$ cat config.mk
export PLATFORM = sky130hd
export DESIGN_NAME = msp_div
export DESIGN_NICKNAME = d
export VERILOG_FILES = /design/src/msp_div.sv
export SDC_FILE = /design/constraint.sdc
export NUM_CORES = 1
export LEC_CHECK = 0
export ABC_CLOCK_PERIOD_IN_PS = 5600
export BUFFER_PORTS_ARGS = -buffer_cell sky130_fd_sc_hd__buf_2
export CAP_MARGIN = 20
export CORE_ASPECT_RATIO = 0.75
export CORE_MARGIN = 5
export CORE_UTILIZATION = 40
export DETAILED_ROUTE_END_ITERATION = 7
export PLACE_DENSITY = 0.65
export SLEW_MARGIN = 20
export SYNTH_ARGS = -nofsm -noshare
export SYNTH_HDL_FRONTEND = slang
export SYNTH_SLANG_ARGS = --single-unit
$ cat constraint.sdc
create_clock -name clk -period 5.6 [get_ports clk]
set_input_delay 0.28 -clock clk [delete_from_list [all_inputs] [get_ports clk]]
set_output_delay 0.28 -clock clk [all_outputs]
set_load 0.05 [all_outputs]
$ cat src/msp_div.sv
`default_nettype none

// Restoring divider, one quotient bit per cycle.
module msp_div #(
  parameter int NW = 21,
  parameter int DW = 4,
  localparam int CNTW = $clog2(NW + 1)
) (
  input  logic          clk,
  input  logic          rst,
  input  logic          start,
  input  logic [NW-1:0] dividend,
  input  logic [DW-1:0] divisor,
  output logic          done,
  output logic [NW-1:0] quotient
);

  logic            running;
  logic [CNTW-1:0] cnt;
  logic [DW-1:0]   rem;
  logic [DW-1:0]   dvs;
  logic [DW:0]     trial;
  logic            ge;

  assign trial = {rem, quotient[NW-1]};
  assign ge    = (trial >= {1'b0, dvs});

  always_ff @(posedge clk) begin
    if (rst) begin
      running <= 1'b0;
      done    <= 1'b0;
      cnt     <= '0;
    end else begin
      done <= 1'b0;
      if (start) begin
        running <= 1'b1;
        cnt     <= CNTW'(NW);
      end else if (running) begin
        cnt <= cnt - 1'b1;
        if (cnt == CNTW'(1)) begin
          running <= 1'b0;
          done    <= 1'b1;
        end
      end
    end
  end

  always_ff @(posedge clk) begin
    if (start) begin
      quotient <= dividend;
      rem      <= '0;
      dvs      <= divisor;
    end else if (running) begin
      rem      <= ge ? DW'(trial - {1'b0, dvs}) : DW'(trial);
      quotient <= {quotient[NW-2:0], ge};
    end
  end

endmodule

`default_nettype wire

# Word level (Yosys, flattened, before mapping)
# Index checks and enable logic that the tools add are counted.
# W data, S select, Z words.
[totals] in_bits=28 out_inout_bits=22 regBits=36
[op_classes] bitwise=1 eq_ne=1 n_mux=9 reduce_logical=3 n_addsub=2 magnitude_cmp=1
[ops] cell="$mux W21" count=2
[ops] cell="$mux W5" count=2
[ops] cell="$eq A5 B1 Y1 const B" count=1
[ops] cell="$ge A5 B4 Y1" count=1
[ops] cell="$sub A5 B1 Y5 const B" count=1
[ops] cell="$mux W1" count=4
[ops] cell="$mux W4" count=1
[ops] cell="$sub A4 B4 Y4" count=1
[ops] cell="$reduce_or A3 Y1" count=1
[ops] cell="$reduce_bool A2 Y1" count=1
[ops] cell="$reduce_or A2 Y1" count=1
[ops] cell="$not A1 Y1" count=1

# Longest topological paths before layout
[depth] depth_word=4 ltp_mapped=6 ltp_nobuf=6

# Worst setup path after synthesis
# No wires, ideal clock.
[synth_path] kind="reg2reg" from="register quotient[20]" to="register quotient[0] (data pin)" stages_incl_launch_ff=7 setup_ps=260 arrival_ps=1732 synth_period_minus_slack_ps=1992 path_slack_ps=3608 path_cell_list="edfxtp_1 -> inv_1 -> ha_1 -> nand4_1 -> nand2_1 -> or2_4 -> mux2_2"
[synth_between] elab_chain_len=3
[synth_lines] element="start: declaration" line_no="15" rtl="output logic [NW-1:0] quotient"
[synth_lines] element="start signal: assignment" line_no="50" rtl="quotient <= dividend;"
[synth_lines] element="start signal: assignment" line_no="55" rtl="quotient <= {quotient[NW-2:0], ge};"
[synth_lines] element="$ge A5 B4 Y1" line_no="26" rtl="assign ge = (trial >= {1'b0, dvs});"
[synth_lines] element="$mux W21" line_no="53" rtl="end else if (running) begin"
[synth_lines] element="$mux W21" line_no="49" rtl="if (start) begin"
# No other way between the ends. The select of a mux whose other input is x is not followed.
# A chain may end at the register's enable or synchronous reset.

# Worst setup path after layout
[layout_path] from="input port start" to="register quotient[2], enable pin"
[layout_between] elab_chain_len=1
[layout_lines] element="start: declaration" line_no="11" rtl="input logic start,"
[layout_lines] element="$reduce_bool A2 Y1 (no source line)"
# No other way between the ends.

==> results.md <==
* Share of the synthesized area in the top cell type at 45.87%
* Die extent in y at 65.40 µm
* Vias in the first global route at 1124
* Clock Path Buffers at 2
* Post-synthesis instance area at 1637 µm²
* Post-Route Skew at 0.007180 ns
* First-pass GRT wire length at 5.375 mm
* Post-Synthesis Cells at 119
* Hold Slack at 0.1776 ns
* Final Max Tran Viols at 0
* Final Wtd Congestion at 0.8057
* Postcts setup bufs at 0
* TritonCTS clock tree: built
* Resize count post-CTS at 0
* Cell accounting for the most synthesized area: edfxtp_1
* TritonCTS Sinks at 36
* Hold WC Path Type: in -> reg
* Mean Syn Cell Area at 13.75 µm²
* Final period util at 37.17%
* Seq/Total Area, Yosys at 59.33%
* CP max FO at 31
* CTS clk-pin slew, worst paths at 0.06 ns
* WL final at 3.322 mm
* Tot Pwr at 0.6779 mW
* Power per cell area at 336.7 nW/µm²
* Clock Latency Late Sink at 0.28 ns
* MaxCap Viol Count at 0
* Type of destination of the critical path: flop
* Port Buf Inserts at 49
* Initial DRC Count at 37
* Final #Nets at 206
* Synthesis-to-layout area growth at 23.01%
* Final Hold Vio Count at 0
* TNS Setup at 0 ns
* Rows at 20
* CTS root buf: clkbuf_8
* FF+latch area at 970.9 µm²
* Status: finished clean
* DRT antenna net count at 0
* Share of post-route cells with drive strength above 1 at 46.51%
* Die Area at 5484 µm²
* Unrepaired setup endpoints after global routing: no
* Maximum clock frequency at 480.4 MHz
* CP required at 5.50 ns
* Final setup viols at 0
* Core Area at 4004 µm²
* Syn Nets at 154
* Yosys Warn Count at 0
* CTS H-Tree Depth at 2
* Initial Util at 40.88%
* Synth Register Bits at 36
* Critical path arrival at 1.99 ns
* Total track usage at 12.64%
* Maximum vdd drop at 0.0001556 V
* Antenna Cells at 0
* Dpl hpwl at 2.560 mm
* Worst Max-Slew Pin Slew at 0.8422 ns
* Die W at 83.86 µm
* Min Tclk post-route at 2.082 ns
* Leak at 0.8318 nW
* Drt wl/cell at 14.63 µm
* # fillers at 382
* Worst setup SP type: input pin
* I/O pin total at 50
* First drt pass iteration count at 4
* Hold Buf Count CTS at 0
* Total number of vias at 1138
* Post-DR vias/cell at 5.013
* CP Class: in -> reg
* Netlist cell types at 31
* Slew headroom at 43.72%
* Area of the multi-input gates at 613.1 µm²
* Initial antenna violation count at 0
* Top post-synthesis cells by area: edfxtp_1, mux2_2, dfxtp_1
* Grt total ovfl at 0
* Cts bufs inserted at 5
* Largest net degree at the start of global routing at 32
* Residual DRC at 0
==> Yosys cell counts <==
cell type and instances:
xor2_1 2, clkbuf_1 1, a21oi_1 3, a2111oi_0 1, ha_1 6, a311oi_1 2
o21ai_0 5, o311ai_1 1, xnor2_1 3, mux2_2 21, clkinv_1 1, nor3_1 3
dfxtp_1 11, fa_1 1, buf_2 3, o32ai_1 1, or2_4 1, nor2b_1 2
or2_1 1, nor4b_1 2, nand3_1 2, nand4_1 1, or3_1 1, inv_1 7
nand2_1 4, o221a_4 1, o22a_2 1, nor2_1 2, nor4_1 3, edfxtp_1 25
inv_2 1
==> power breakdown <==
| group | total (mW) | internal [mW] | switching [mW] |
|---|---|---|---|
| Clock | 0.173 | 0.0872 | 0.0859 |
| Sequential | 0.335 | 0.317 | 0.0178 |
| Combinational | 0.170 | 0.0576 | 0.112 |
| Total | 0.678 | 0.462 | 0.216 |
==> layout by cell type, fill, tap and decap left out, drive strengths merged <==
cell	n
buf	49
edfxtp	25
mux2	21
dfxtp	11
inv	8
clkbuf	7
ha	6
o21ai	5
nand2	4
nor4	3
nor3	3
a21oi	3
xnor2	3
nor2	2
nor2b	2
xor2	2
a311oi	2
nand3	2
nor4b	2
clkinv	2
or2	2
nand4	1
o221a	1
o311ai	1
a2111oi	1
o22a	1
o32ai	1
or3	1
fa	1
==> final cells by class <==
type / count / area share (%)
clock buffer: 7 / 3.791
multi-input combinational: 70 / 30.45
sequential: 36 / 48.23
inverter: 9 / 1.678
clock inverter: 1 / 0.2486
timing repair buffer: 49 / 12.18
tap: 55 / 3.418
==> cell families (layout without fill, tap and decap cells) <==
kind of cell               Yosys count  count (layout)  share of synthesized area (%)
adders and majority gates            7               7                          5.810
xor gates and xnor gates             5               5                          2.676
DFF                                 36              36                          59.33
buffers and inverters               13              66                          3.210
and+or+nand+nor                     22              22                          7.569
AOI/OAI and AO/OA                   15              15                          6.957
muxes                               21              21                          14.45
==> metrics by stage <==
step	setup slack [ns]	util, %	cells	instance area [µm²]
finish	3.518	50.28	227	2013
global route	3.314	50.28	227	2013
CTS	3.501	50.28	227	2013
floorplan	3.608	-	119	1637
global placement	3.267	48.25	219	1932
detailed placement	3.201	48.25	219	1932
==> flip-flops by register name (all words and copies together), names as in the netlist <==
register  flops
done          1
dvs           4
cnt           5
quotient     21
running       1
rem           4
==> layer usage <==
metal	wire [µm]	vias to the layer above	share of wire, %	track usage, %
li1	-	550	-	-
met1	1489	544	45	15.80
met2	1589	39	48	20.44
met3	208	5	6.3	4.637
met4	35	0	1.1	4.217
met5	0	-	0	0
==> critical path, cell delays in order <==
cell and delay (ns):
buf_2 0.50, clkinv_1 0.44, nand2_1 0.74
==> path summary, 6_finish.rpt <==
check             start  slack, ns           to  depth (start not counted)
max reg2reg      dvs[1]       3.71  quotient[0]                          6
min reg2reg      cnt[1]       0.51       cnt[1]                          2
min          divisor[3]       0.18       dvs[3]                          1
max               start       3.52  quotient[2]                          3
Power figures use the tool's default switching activity.
