==> src/msp_ram.sv <==
`default_nettype none

module msp_ram #(
  parameter int WIDTH = 16,
  parameter int DEPTH = 256,
  localparam int AW = (DEPTH > 1) ? $clog2(DEPTH) : 1
) (
  input  logic             clk,
  input  logic             we,
  input  logic [AW-1:0]    waddr,
  input  logic [WIDTH-1:0] wdata,
  input  logic [AW-1:0]    raddr,
  output logic [WIDTH-1:0] rdata
);

  logic [WIDTH-1:0] mem [DEPTH];

  always_ff @(posedge clk) begin
    if (we) begin
      mem[waddr] <= wdata;
    end
    rdata <= mem[raddr];
  end

endmodule

`default_nettype wire

==> config.mk <==
export PLATFORM = sky130hd
export DESIGN_NAME = msp_ram
export DESIGN_NICKNAME = d
export VERILOG_FILES = /design/src/msp_ram.sv
export SDC_FILE = /design/constraint.sdc
export NUM_CORES = 2
export LEC_CHECK = 0
export BUFFER_PORTS_ARGS = -buffer_cell sky130_fd_sc_hd__clkbuf_2
export CAP_MARGIN = 40
export CELL_PAD_IN_SITES_DETAIL_PLACEMENT = 1
export CELL_PAD_IN_SITES_GLOBAL_PLACEMENT = 1
export CORE_MARGIN = 2
export CORE_UTILIZATION = 45
export CTS_BUF_LIST = sky130_fd_sc_hd__clkbuf_8
export CTS_CLUSTER_SIZE = 30
export DETAILED_ROUTE_END_ITERATION = 8
export PLACE_DENSITY_LB_ADDON = 0.12
export RECOVER_POWER = 50
export SLEW_MARGIN = 20
export SYNTH_ARGS = -nofsm -noshare
export SYNTH_HDL_FRONTEND = slang
export SYNTH_SLANG_ARGS = --single-unit
==> constraint.sdc <==
create_clock -name clk -period 4.6 [get_ports clk]
set_input_delay 0.46 -clock clk [delete_from_list [all_inputs] [get_ports clk]]
set_output_delay 0.46 -clock clk [all_outputs]
set_load 0.02 [all_outputs]
Yosys cells after proc, flatten, opt, wreduce, memory -nomap -nowiden. Memories as Yosys holds them, arrays and structs flattened. A register that Yosys moved wholly into a read port is not among the register bits. Cells that the tools add are included.

Bits in writable memories: 4096. Memories: 1. Bits of input ports: 34. Bits in registers: 0.

Multiplexer cells: 2.

Memories: mem (depth 256, width 16, rd ports 1, clocked after memory_dff 1, write ports 1, RTL line 16) `logic [WIDTH-1:0] mem [DEPTH];`.

Operator list (count): $mux 1 (2).

Logic depth before layout (Yosys ltp).
Depth in word-level cells: 2. Mapped depth: 12.

Worst setup path after synthesis. No wires, ideal clock.

Kind: input to register. From: input port waddr[3]. To: memory mem[235][0] (enable). Setup time: 388 ps. Data required time: 4212 ps. Path slack: 1975 ps. Arrival time: 2237 ps. Cell stages on the path: 6. Buffers on the path: 3. Path through: clkbuf_1 -> nor2b_1 -> clkbuf_1 -> nand4_1 -> clkbuf_1 -> nor2_1.

RTL lines: from (decl) (RTL line 10) `input logic [AW-1:0] waddr,`; to (decl) (RTL line 16).

Straight into the memory's write port.

Worst setup path after layout.
From: input port wdata[11]. To: memory mem[205][11] (data pin).

RTL lines: from (decl) (RTL line 11) `input logic [WIDTH-1:0] wdata,`.

Straight into the memory's write port.

==> run summary <==
H-tree depth: 6
Largest net degree at the start of global routing: 146
Slew headroom: -1.48
Status: complete, but fails checks
Iter 0 DRT Violations: 9,073
Core ar.: 0.352 sq mm
Crit-path max cell delay: 2450 ps
Synth cell types: 52
Syn Nets: 7,394
PostCTS Resize Cnt: 0
Simple-gate share of the synthesized area: 0.0157
Final non-filler cell total: 13,392
Post-synthesis sequential area ratio: 0.777
Final Setup Violations: 0
Nets: 8,268
Hold Crit Class: in -> reg
CP Depth: 3
Cts bufs inserted: 680
Crit Path Class: in -> reg
DPL Wire Length: 281,000 um
Crit path launch type: input pin
Crit path DAT: 4460 ps
Total vias in the final route: 81,668
Synth Area in XOR/XNOR: 0
Initial antenna violation count: 35
Mux cell area share after synthesis: 0.155
Port Buffers: 49
Final Critical Period: 3560 ps
Setup TNS: 0 ps
GRT Util Overall: 0.262
CTS Sinks: 4,112
Row cnt: 218
Adder-cell share of the synthesized area: 0
Gr ovfl total: 0
Share of cells above drive strength 1: 0.281
Root Buffer: clkbuf_8
Dpl cells: 12,149
Yosys warns: 0
Worst VDD drop: 284 uV
Top delay family on crit path: buffers and inverters
Compound-Gate Fraction of Synth Area: 0.0354
Critical Path Fanout Max: 57
Max-Cap Viols: 24
Mean post-synth cell area: 21.6 sq um
Worst skew pair latency: 1240 ps
Final Power: 74,600 uW
Failing checks: max-capacitance violations, max-slew violations
Slew @ Worst Pin: 3720 ps
Pins Over Slew Limit: 1,863
Async SR Flop Fraction: 0
GPL Wtd Cong: 0.825
PwrDens: 414 mW/mm^2
Flop2flop setup slack: 1670 ps
Leakage power: 0.0581 uW
CTS tree: done
Final Hold Fails: 0
Clock skew: 99.8 ps
Area growth syn-to-layout: 13.5%
Register clock-pin slew on the reported worst setup and hold paths: 60 ps
Post-synth EDFFs: 4,096
Unrepaired setup endpoints after global routing: false
Capturing point of the worst reg2reg path: rdata[14]$_DFF_P_
Crit. End Element: flip-flop
Crit path cell chain: dlygate4sd3_1 -> clkbuf_1 -> buf_4
Core Util, Final: 0.512
Clock buffer depth: 4
Final period util: 0.774
Buf+Inv Stages, Crit Path: 3
Worst setup path endpoint: mem[205][11]$_DFFE_PP_
First-pass GRT wire length: 660,000 um
DR pass1 iterations: 6
Yosys reg bits: 4,112
Most common flop cell mapped by yosys: edfxtp_1
Die area: 0.357 sq mm
Critical path's slowest cell: clkbuf_1
I/O Pins: 50
Worst Reg-to-Reg Cells: 7
Worst Setup SP: wdata[11]
Drc violations: 0
Die width: 598 um
Post-Syn Instances: 7,360
WP data required: 5500 ps
WL/cell: 35.0 um
Final Routed Wirelength: 469,000 um
F_max: 0.281 GHz
Synthesized area: 0.159 sq mm
Vias in the first global route: 84,987
Main combinational cell family by area after synthesis: multiplexers
Vias per cell: 6.10
Fillers: 31,151
ANT nets after route: 0
Die span in y: 598 um
Starting density of the core: 0.451
Launch point of the worst reg-to-reg path: mem[14][14]$_DFFE_PP_
## layout by cell type (no fill, tap or decap), drive strengths merged, types with 5 or more instances in the layout
cell	count
nor2b	9
o22ai	148
nor4	18
or2	5
a211oi	18
diode	7
dfxtp	16
clkinv	238
o32ai	21
and3	11
o31ai	16
a22oi	43
a21oi	175
nor2	304
clkinvlp	12
edfxtp	4096
clkbuf	758
nand4	26
mux2	88
o21ai	38
buf	551
a2111oi	6
mux2i	565
a221oi	28
bufinv	5
nor3	92
dlygate4sd3	22
o221ai	253
a31oi	6
a22o	32
inv	274
nand3	35
nand2	38
mux4	797
## worst min path at each step
stage | cells after the start | end | slack [ps] | startpoint
5_1_grt | 4 | mem[209][1]$_DFFE_PP_ | 140 | waddr[6]
4_1_cts | 4 | mem[208][1]$_DFFE_PP_ | 30 | waddr[6]
2_1_floorplan | 0 | mem[0][0]$_DFFE_PP_ | 560 | wdata[0]
3_5_place_dp | 1 | mem[224][2]$_DFFE_PP_ | 690 | wdata[2]
6_report | 4 | mem[220][0]$_DFFE_PP_ | 160 | waddr[6]
3_3_place_gp | 1 | mem[224][2]$_DFFE_PP_ | 690 | wdata[2]
## layer usage
layer,vias to the layer above,part of all wire,track usage
li1,33160,-,-
met1,44578,0.42,0.376
met2,3234,0.48,0.418
met3,690,0.071,0.0415
met4,6,0.028,0.0724
met5,-,0.000085,0
## per-stage QoR
stage / cell area, sq um / hold slack, ps / setup WS [ps]
3_5_place_dp: 168000 / 693 / 334
4_1_cts: 180000 / 32.0 / 1660
3_3_place_gp: 168000 / 690 / 346
2_1_floorplan: 159000 / 559 / 1980
6_report: 180000 / 163 / 1040
5_1_grt: 180000 / 135 / 820
## synthesized netlist by cell type (2+ instances only)
| master | count | area (sq um) |
|---|---|---|
| nor2b_1 | 9 | 56.3 |
| dfxtp_1 | 16 | 320 |
| a22oi_1 | 43 | 323 |
| mux4_2 | 797 | 17900 |
| and4_1 | 2 | 17.5 |
| a21o_1 | 2 | 15.0 |
| a31oi_1 | 6 | 37.5 |
| a221oi_1 | 28 | 245 |
| inv_1 | 3 | 11.3 |
| nand2_1 | 38 | 143 |
| buf_2 | 76 | 380 |
| nor2_1 | 304 | 1140 |
| clkbuf_1 | 230 | 863 |
| o22ai_1 | 148 | 926 |
| buf_4 | 26 | 195 |
| nand3_1 | 35 | 175 |
| o221ai_1 | 252 | 2210 |
| buf_8 | 11 | 165 |
| a211oi_1 | 18 | 135 |
| nand4b_1 | 3 | 26.3 |
| o21ai_0 | 37 | 185 |
| a22o_1 | 32 | 280 |
| buf_6 | 77 | 867 |
| buf_1 | 27 | 101 |
| buf_12 | 5 | 100 |
| o32ai_1 | 20 | 175 |
| a2111oi_0 | 6 | 52.6 |
| nand2b_1 | 3 | 18.8 |
| o31ai_1 | 16 | 120 |
| edfxtp_1 | 4096 | 123000 |
| mux2i_1 | 565 | 5660 |
| and3_1 | 11 | 68.8 |
| nor3_1 | 92 | 460 |
| nor4bb_1 | 2 | 20.0 |
| or2_2 | 4 | 25.0 |
| nor4_1 | 17 | 106 |
| nand4_1 | 26 | 163 |
| mux2_2 | 88 | 991 |
| or3_1 | 2 | 12.5 |
| a21oi_1 | 175 | 876 |
## worst register-to-register path, delay by kind of cell (launching register included)
| family | cells | cell delay (ps) |
|---|---|---|
| compound gates | 2 | 1260 |
| buf+inv | 1 | 220 |
| flops | 1 | 360 |
| mux | 2 | 770 |
| simple gates | 2 | 240 |
## report_power, final
part	switching [uW]	total, uW	internal [uW]
clock	14800	29100	14300
combinational	2730	4100	1370
sequential	79.3	41500	41400
## timing repair
| item | 4_1_cts | 5_1_grt |
|---|---|---|
| setup buffers | 0 | 0 |
| endpoints found under the hold margin | 1846 | 0 |
| hold buffers | 22 | 0 |
## cell type report
class,instances,area [sq um],area share
Clock inverter,525,2540,0.0141
Antenna cell,7,17.5,0.0000973
Multi-Input combinational cell,2792,33200,0.184
Inverter,4,27.5,0.000153
Clock buffer,688,9470,0.0526
Tap cell,4620,5780,0.0321
Timing Repair Buffer,644,5710,0.0317
Sequential cell,4112,123000,0.685
## registers in the layout, indices dropped and copies added, names as in the netlist
register	flops
rdata	16
mem	4096
## cells by family (layout without fill, tap and decap cells)
kind of cell,Yosys count,after routing
buffers and inverters,456,1861
multiplexers,1450,1450
flip-flops,4112,4112
AO/OA/AOI/OAI,786,786
AND/OR/NAND/NOR,556,556
other,0,7
Power figures use the tool's default switching activity.
